==> src/hdl/toeq_pkg.sv <==
package toeq_pkg;

  localparam int DEFAULT_QUEUE_DEPTH = 16;

  localparam int TICK_W   = 64;
  localparam int TAG_W    = 32;
  localparam int STATUS_W = 2;
  localparam int COUNT_W  = 5;

  localparam logic CMD_INSERT = 1'b0;
  localparam logic CMD_POP    = 1'b1;

  localparam logic [STATUS_W-1:0] STATUS_OK    = 2'd0;
  localparam logic [STATUS_W-1:0] STATUS_FULL  = 2'd1;
  localparam logic [STATUS_W-1:0] STATUS_EMPTY = 2'd2;

  typedef struct packed {
    logic [TAG_W-1:0]  tag;
    logic [TICK_W-1:0] tick;
  } entry_t;

endpackage

==> src/hdl/tick_ordered_event_queue_core.sv <==
// Channel  Dir  tdata                                   tuser
// in_      in   [63:0] event_tick, [95:64] event_tag    [0] command
// out_     out  [63:0] popped_tick, [95:64] popped_tag,  [0] popped_valid,
//               [100:96] entry_count, [103:101] zero     [2:1] status
//
// One transaction in flight at a time. Pop: head read, then result. Pop on empty,
// insert into an empty or full queue: result from idle. Other inserts: each event
// with a later tick moves up one slot, then the new one is written; the memory
// read/compare/write loop moves one entry per cycle. rst_n is synchronous, active
// low; the store needs no clearing pass. A result waits in the output register
// while out_tready is low; the next transaction is taken once it drains.
module tick_ordered_event_queue_core
  import toeq_pkg::*;
#(
  parameter int QUEUE_DEPTH = DEFAULT_QUEUE_DEPTH
) (
  input  logic         clk,
  input  logic         rst_n,
  input  logic         in_tvalid,
  output logic         in_tready,
  input  logic [95:0]  in_tdata,   // [63:0] event_tick, [95:64] event_tag
  input  logic         in_tuser,   // [0] command
  output logic         out_tvalid,
  input  logic         out_tready,
  output logic [103:0] out_tdata,  // [63:0] tick, [95:64] tag, [100:96] entry_count
  output logic [2:0]   out_tuser   // [0] popped_valid, [2:1] status
);

  localparam int AW = $clog2(QUEUE_DEPTH);
  localparam int CW = $clog2(QUEUE_DEPTH + 1);

  localparam logic [1:0] S_IDLE  = 2'd0;
  localparam logic [1:0] S_POP   = 2'd1;
  localparam logic [1:0] S_SCAN  = 2'd2;
  localparam logic [1:0] S_PLACE = 2'd3;

  // logical offset from head to physical address, circular over QUEUE_DEPTH
  function automatic logic [AW-1:0] phys(input logic [AW-1:0] base,
                                         input logic [CW-1:0] off);
    logic [CW:0] sum;
    sum = (CW+1)'(base) + (CW+1)'(off);
    if (sum >= (CW+1)'(QUEUE_DEPTH)) sum = sum - (CW+1)'(QUEUE_DEPTH);
    return sum[AW-1:0];
  endfunction

  logic [1:0]        state_r, state_nxt;
  logic [CW-1:0]     count_r, count_nxt;
  logic [AW-1:0]     head_r, head_nxt;
  logic [CW-1:0]     pos_r, pos_nxt;
  entry_t            new_r, new_nxt;

  logic              out_valid_r, out_valid_nxt;
  logic              o_pv_r, o_pv_nxt;
  logic [TICK_W-1:0] o_tick_r, o_tick_nxt;
  logic [TAG_W-1:0]  o_tag_r, o_tag_nxt;
  logic [STATUS_W-1:0] o_status_r, o_status_nxt;
  logic [COUNT_W-1:0]  o_count_r, o_count_nxt;

  entry_t            mem [QUEUE_DEPTH];
  entry_t            rd_r;
  logic              mem_we, mem_re;
  logic [AW-1:0]     mem_wa, mem_ra;
  entry_t            mem_wd;

  logic              in_acc;
  entry_t            in_entry;

  assign in_tready = (state_r == S_IDLE) && (!out_valid_r || out_tready);
  assign in_acc    = in_tvalid && in_tready;
  assign in_entry  = '{tag: in_tdata[95:64], tick: in_tdata[63:0]};

  always_ff @(posedge clk) begin
    if (mem_we) mem[mem_wa] <= mem_wd;
  end

  always_ff @(posedge clk) begin
    if (mem_re) rd_r <= mem[mem_ra];
  end

  always_comb begin
    state_nxt     = state_r;
    count_nxt     = count_r;
    head_nxt      = head_r;
    pos_nxt       = pos_r;
    new_nxt       = new_r;
    out_valid_nxt = out_valid_r && !out_tready;
    o_pv_nxt      = o_pv_r;
    o_tick_nxt    = o_tick_r;
    o_tag_nxt     = o_tag_r;
    o_status_nxt  = o_status_r;
    o_count_nxt   = o_count_r;
    mem_we        = 1'b0;
    mem_wa        = '0;
    mem_wd        = new_r;
    mem_re        = 1'b0;
    mem_ra        = '0;

    unique case (state_r)
      S_IDLE: begin
        if (in_acc) begin
          new_nxt    = in_entry;
          o_pv_nxt   = 1'b0;
          o_tick_nxt = '0;
          o_tag_nxt  = '0;
          if (in_tuser == CMD_INSERT) begin
            if (count_r == CW'(QUEUE_DEPTH)) begin
              out_valid_nxt = 1'b1;
              o_status_nxt  = STATUS_FULL;
              o_count_nxt   = COUNT_W'(count_r);
            end else if (count_r == '0) begin
              mem_we        = 1'b1;
              mem_wa        = head_r;
              mem_wd        = in_entry;
              count_nxt     = CW'(1);
              out_valid_nxt = 1'b1;
              o_status_nxt  = STATUS_OK;
              o_count_nxt   = COUNT_W'(1);
            end else begin
              mem_re    = 1'b1;
              mem_ra    = phys(head_r, count_r - CW'(1));
              pos_nxt   = count_r;
              state_nxt = S_SCAN;
            end
          end else begin
            if (count_r == '0) begin
              out_valid_nxt = 1'b1;
              o_status_nxt  = STATUS_EMPTY;
              o_count_nxt   = '0;
            end else begin
              mem_re    = 1'b1;
              mem_ra    = head_r;
              state_nxt = S_POP;
            end
          end
        end
      end
      S_POP: begin
        head_nxt      = phys(head_r, CW'(1));
        count_nxt     = count_r - CW'(1);
        out_valid_nxt = 1'b1;
        o_pv_nxt      = 1'b1;
        o_tick_nxt    = rd_r.tick;
        o_tag_nxt     = rd_r.tag;
        o_status_nxt  = STATUS_OK;
        o_count_nxt   = COUNT_W'(count_r - CW'(1));
        state_nxt     = S_IDLE;
      end
      S_SCAN: begin
        mem_we = 1'b1;
        mem_wa = phys(head_r, pos_r);
        if (rd_r.tick > new_r.tick) begin
          // move the later entry up one slot, fetch the one below it if any
          mem_wd  = rd_r;
          pos_nxt = pos_r - CW'(1);
          if (pos_r == CW'(1)) begin
            state_nxt = S_PLACE;
          end else begin
            mem_re = 1'b1;
            mem_ra = phys(head_r, pos_r - CW'(2));
          end
        end else begin
          mem_wd        = new_r;
          count_nxt     = count_r + CW'(1);
          out_valid_nxt = 1'b1;
          o_status_nxt  = STATUS_OK;
          o_count_nxt   = COUNT_W'(count_r + CW'(1));
          state_nxt     = S_IDLE;
        end
      end
      S_PLACE: begin
        mem_we        = 1'b1;
        mem_wa        = phys(head_r, pos_r);
        mem_wd        = new_r;
        count_nxt     = count_r + CW'(1);
        out_valid_nxt = 1'b1;
        o_status_nxt  = STATUS_OK;
        o_count_nxt   = COUNT_W'(count_r + CW'(1));
        state_nxt     = S_IDLE;
      end
      default: begin
        state_nxt = S_IDLE;
      end
    endcase
  end

  always_ff @(posedge clk) begin
    if (!rst_n) begin
      state_r     <= S_IDLE;
      count_r     <= '0;
      head_r      <= '0;
      out_valid_r <= 1'b0;
    end else begin
      state_r     <= state_nxt;
      count_r     <= count_nxt;
      head_r      <= head_nxt;
      out_valid_r <= out_valid_nxt;
    end
  end

  always_ff @(posedge clk) begin
    pos_r      <= pos_nxt;
    new_r      <= new_nxt;
    o_pv_r     <= o_pv_nxt;
    o_tick_r   <= o_tick_nxt;
    o_tag_r    <= o_tag_nxt;
    o_status_r <= o_status_nxt;
    o_count_r  <= o_count_nxt;
  end

  assign out_tvalid = out_valid_r;
  assign out_tdata  = {3'b000, o_count_r, o_tag_r, o_tick_r};
  assign out_tuser  = {o_status_r, o_pv_r};

  a_count_bound: assert property (@(posedge clk) disable iff (!rst_n)
    count_r <= CW'(QUEUE_DEPTH))
    else $error("occupancy above depth");

  a_busy_no_result: assert property (@(posedge clk) disable iff (!rst_n)
    state_r != S_IDLE |-> !out_valid_r)
    else $error("result pending while a transaction is in progress");

  a_scan_pos: assert property (@(posedge clk) disable iff (!rst_n)
    state_r == S_SCAN |-> (pos_r != '0) && (pos_r <= count_r))
    else $error("insert position out of range");

  a_pop_ok: assert property (@(posedge clk) disable iff (!rst_n)
    out_valid_r && o_pv_r |-> o_status_r == STATUS_OK)
    else $error("popped event with error status");

  a_pop_count: assert property (@(posedge clk) disable iff (!rst_n)
    state_r == S_POP |=> count_r == $past(count_r) - CW'(1))
    else $error("pop did not decrement occupancy");

endmodule

==> config.mk <==
export PLATFORM = sky130hd
export DESIGN_NAME = tick_ordered_event_queue_core
export DESIGN_NICKNAME = d
export VERILOG_FILES = /design/src/hdl/toeq_pkg.sv /design/src/hdl/tick_ordered_event_queue_core.sv
export SDC_FILE = /design/constraint.sdc
export NUM_CORES = 2
export LEC_CHECK = 0
export ABC_AREA = 1
export BUFFER_PORTS_ARGS = -buffer_cell sky130_fd_sc_hd__buf_4
export CAP_MARGIN = 25
export CORE_UTILIZATION = 40
export CTS_BUF_LIST = sky130_fd_sc_hd__clkbuf_4 sky130_fd_sc_hd__clkbuf_8
export DETAILED_ROUTE_END_ITERATION = 12
export PLACE_DENSITY = 0.56
export SETUP_SLACK_MARGIN = 0.15
export SKIP_CTS_REPAIR_TIMING = 1
export SLEW_MARGIN = 30
export SYNTH_ARGS = -nofsm -noshare
export SYNTH_HDL_FRONTEND = slang
export SYNTH_SLANG_ARGS = --single-unit
==> constraint.sdc <==
create_clock -name clk -period 10.8 [get_ports clk]
set_clock_uncertainty 0.15 [all_clocks]
set_input_delay 0 -clock clk [delete_from_list [all_inputs] [get_ports clk]]
set_output_delay 0 -clock clk [all_outputs]
set_load 0.01 [all_outputs]
==> metrics.md <==
| Metric | Value |
|---|---|
| Status | `finished, violations left` |
| Failing checks | `hold timing` |
| Final min period | `6.472 ns` |
| Least-Margin Pin Slew | `1.179 ns` |
| Worst skew pair latency | `1.06 ns` |
| CP max stage delay | `0.88 ns` |
| Mean post-synth cell area | `roughly 11 um^2` |
| Critical-path top delay cell | `buf_4` |
| Iter 0 DRT Violations | `5600` |
| Cell Area, Synth | `81890 um^2` |
| CTS Buf Count | `~320` |
| Avg Vias per Cell | `between 5 and 6` |
| Final hold slack | `-0.03779 ns` |
| Worst r2r dst | `rd_r[82]` |
| Synth area leaders | `edfxtp_1, nand3_1, nand2_1` |
| CP Cell Sequence | `ha_1 > nand4_1 > nor2_1 > nand2_1 > nor2_1 > nand4_1 > nand4_1 > buf_4 > buf_12 > buf_12 > buf_12 > buf_4 > nand3b_1 > nand3_1 > nand3_1 > nand3_1 > nand2_1` |
| Fin crit share | `59.93%` |
| Die height | `about 450 um` |
| Largest delay share family, worst path | `simple AND/OR/NAND/NOR gates` |
| RePlAce Congestion | `0.8088` |
| Fin cells | `10880` |
| Relative slew slack | `21.39%` |
| Leakage Power | `38.12 nW` |
| Hold depth | `4` |
| Setup TNS | `0 ns` |
| Register area share after synthesis | `67.65%` |
| Most frequent cell after synthesis | `edfxtp_1` |
| Worst path bufs/invs | `5` |
| Number of remaining DRC errors | `0` |
| Clock Path Buffers | `4` |
| Cell at the root of the clock tree | `clkbuf_8` |
| HP Start | `in_tdata[9]` |
| Fmax | `around 0.15 GHz` |
| Pre-Repair DR Iteration Count | `7` |
| All-layer global routing usage | `23.64%` |
| WHS Endpoint | `mem[6][9]` |
| Number of library cell types mapped by synthesis | `42` |
| Ys flop type | `edfxtp_1` |
| Power density over the cells | `281.1 nW/um^2` |
| Layout area overhead | `15.44%` |
| Initial antenna violation count | `8` |
| Routed WL per cell | `23.09 um` |
| Critical path depth | `17` |
| Setup CP Type | `reg -> reg` |
| Warnings, synthesis | `0` |
| Vias | `57940` |
| Die Area | `206500 um^2` |
| HPWL after detailed placement | `122600 um` |
| Yosys top cell area share | `67.36%` |
| Io pins | `210` |
| WP data required | `11.42 ns` |
| Worst Path Arrival | `7.09 ns` |
| Largest net degree at the start of global routing | `216` |
| R2r setup slk | `4.33 ns` |
| Antenna viol nets, final | `0` |
| Max H-tree Level | `5` |
| Worst-path fanout max | `191` |
| Die Width | `454.5 um` |
| Core region area | `slightly above 200000 um^2` |
| Dpl cells | `10110` |
| # rows | `165` |
| Peak supply drop | `262.9 uV` |
| Effective utilization at floorplan | `40.39%` |
| Commonest cells in the netlist | `edfxtp_1, nand3_1, nand2_1, inv_1, buf_2` |
| Number of global-route vias before repair | `roughly 54000` |
| Max cap viols | `0` |
| Total grt overflow | `0` |
| Clock Sinks | `1849` |
| Final setup vio count | `0` |
| CP endpoint kind | `flop` |
| Post-synthesis instance total | `7573` |
| TritonCTS clock tree | `yes` |
| Worst r2r path cells | `17` |
| Synth Register Bits | `1849` |
| Setup crit start kind | `flop` |
| Final wirelength | `251200 um` |
| Max Transition Viols Final | `0` |
| Post-synth ARST share | `0%` |
| Synth area leader | `edfxtp_1` |
| Global-route wire length before repair | `361900 um` |
| Hold Fails Final Rpt | `20` |
| Post-synth EDFFs | `1837` |
| IO Port Bufs | `206` |
| Reg2reg start | `rd_r[63]` |
| Class of the worst hold path | `in -> reg` |
| Clock slew at reported path FFs | `roughly 0.06 ns` |
| Ratio of cells with drive above 1 in the final layout | `11.12%` |
| Final #Nets | `8167` |
| RSZ-0062 raised after global routing | `false` |
==> flip-flops by register name, summed over array words and instances, names as in the netlist <==
| signal | cells |
|---|---|
| mem | 1536 |
| new_r | 96 |
| rd_r | 96 |
| o_tick_r | 64 |
| o_tag_r | 32 |
| count_r | 5 |
| o_count_r | 5 |
| pos_r | 5 |
| head_r | 4 |
| o_status_r | 2 |
| state_r | 2 |
| o_pv_r | 1 |
| out_tvalid | 1 |
==> worst max path at each step <==
stage / start / end / slack (ns)
final: rd_r[63] / rd_r[82] / 4.33
after global routing: rd_r[63] / rd_r[70] / 4.16
after CTS: rd_r[61] / rd_r[82] / 4.47
after detailed placement: rd_r[63] / rd_r[62] / 4.49
after global placement: rd_r[63] / rd_r[82] / 4.50
after floorplan: count_r[0] / mem[0][0] / 1.33
==> routing by layer <==
layer,share of wire [%],global-route usage [%],vias up,wire [um]
li1,-,-,26530,-
met1,41,31.63,28710,103600
met2,49,38.69,2249,122400
met3,6.5,3.291,440,16250
met4,3.5,9.638,2,8907
met5,0.0052,0,-,13
==> per-stage QoR <==
| stage | hold slack [ns] | instance area [um^2] | total power, mW | utilization, % | setup WS (ns) |
|---|---|---|---|---|---|
| after global placement | 0.04123 | 85730 | 20.05 | 42.29 | 4.501 |
| after CTS | -1.115 | 92270 | 26.50 | 45.51 | 4.470 |
| final | -0.03779 | 94540 | 26.57 | 46.63 | 4.328 |
| after global routing | -0.005268 | 94540 | 27.87 | 46.63 | 4.157 |
| after detailed placement | 0.04216 | 86310 | 20.36 | 42.58 | 4.490 |
| after floorplan | -0.05113 | 81900 | 16.71 | - | 1.325 |
==> worst reg2reg max path: cells and delay by family, from the launching register on <==
kind | cells | cell delay (ns)
buf+inv | 5 | 2.66
flops | 1 | 0.49
fa+ha+maj | 1 | 0.37
simple gates | 11 | 2.57
==> layout make-up <==
cell class / count / area (um^2)
Antenna cell: 3 / 7.507
Clock buffer: 444 / 5404
Clock inverter: 100 / 551.8
Fill cell: 18530 / 108200
Inverter: 1218 / 4602
Multi-Input combinational cell: 4036 / 20140
Sequential cell: 1849 / 55400
Tap cell: 2672 / 3343
Timing Repair Buffer: 557 / 5086
==> power breakdown <==
part	switching [mW]	internal [mW]
combinational	6.76	2.53
sequential	0.546	10.6
clock	2.81	3.33
total	10.1	16.5
==> cell usage in the layout, fill, tap and decap left out, types with 67 or more instances in the layout <==
cell and n:
nand3b_1 193, inv_1 1207, dlygate4sd3_1 203, o21ai_0 124, nor2_1 175, clkbuf_8 331, ha_1 79, clkbuf_4 123
a21oi_1 92, nand3_1 1742, edfxtp_1 1837, nand2_1 1444, buf_4 292, clkinv_1 67
==> kinds of logic (layout without fill, tap and decap cells) <==
group / count (synthesis) / in the layout / synth area share [%]
simple gates: 3606 / 3606 / 20.18
flops: 1849 / 1849 / 67.65
buf+inv: 1690 / 2319 / 8.295
compound gates: 333 / 333 / 2.460
fa+ha+maj: 82 / 82 / 1.280
xor+xnor: 12 / 12 / 0.1283
other cells: 1 / 6 / 0.004579
Note: power is estimated with default switching activity, not from simulation.
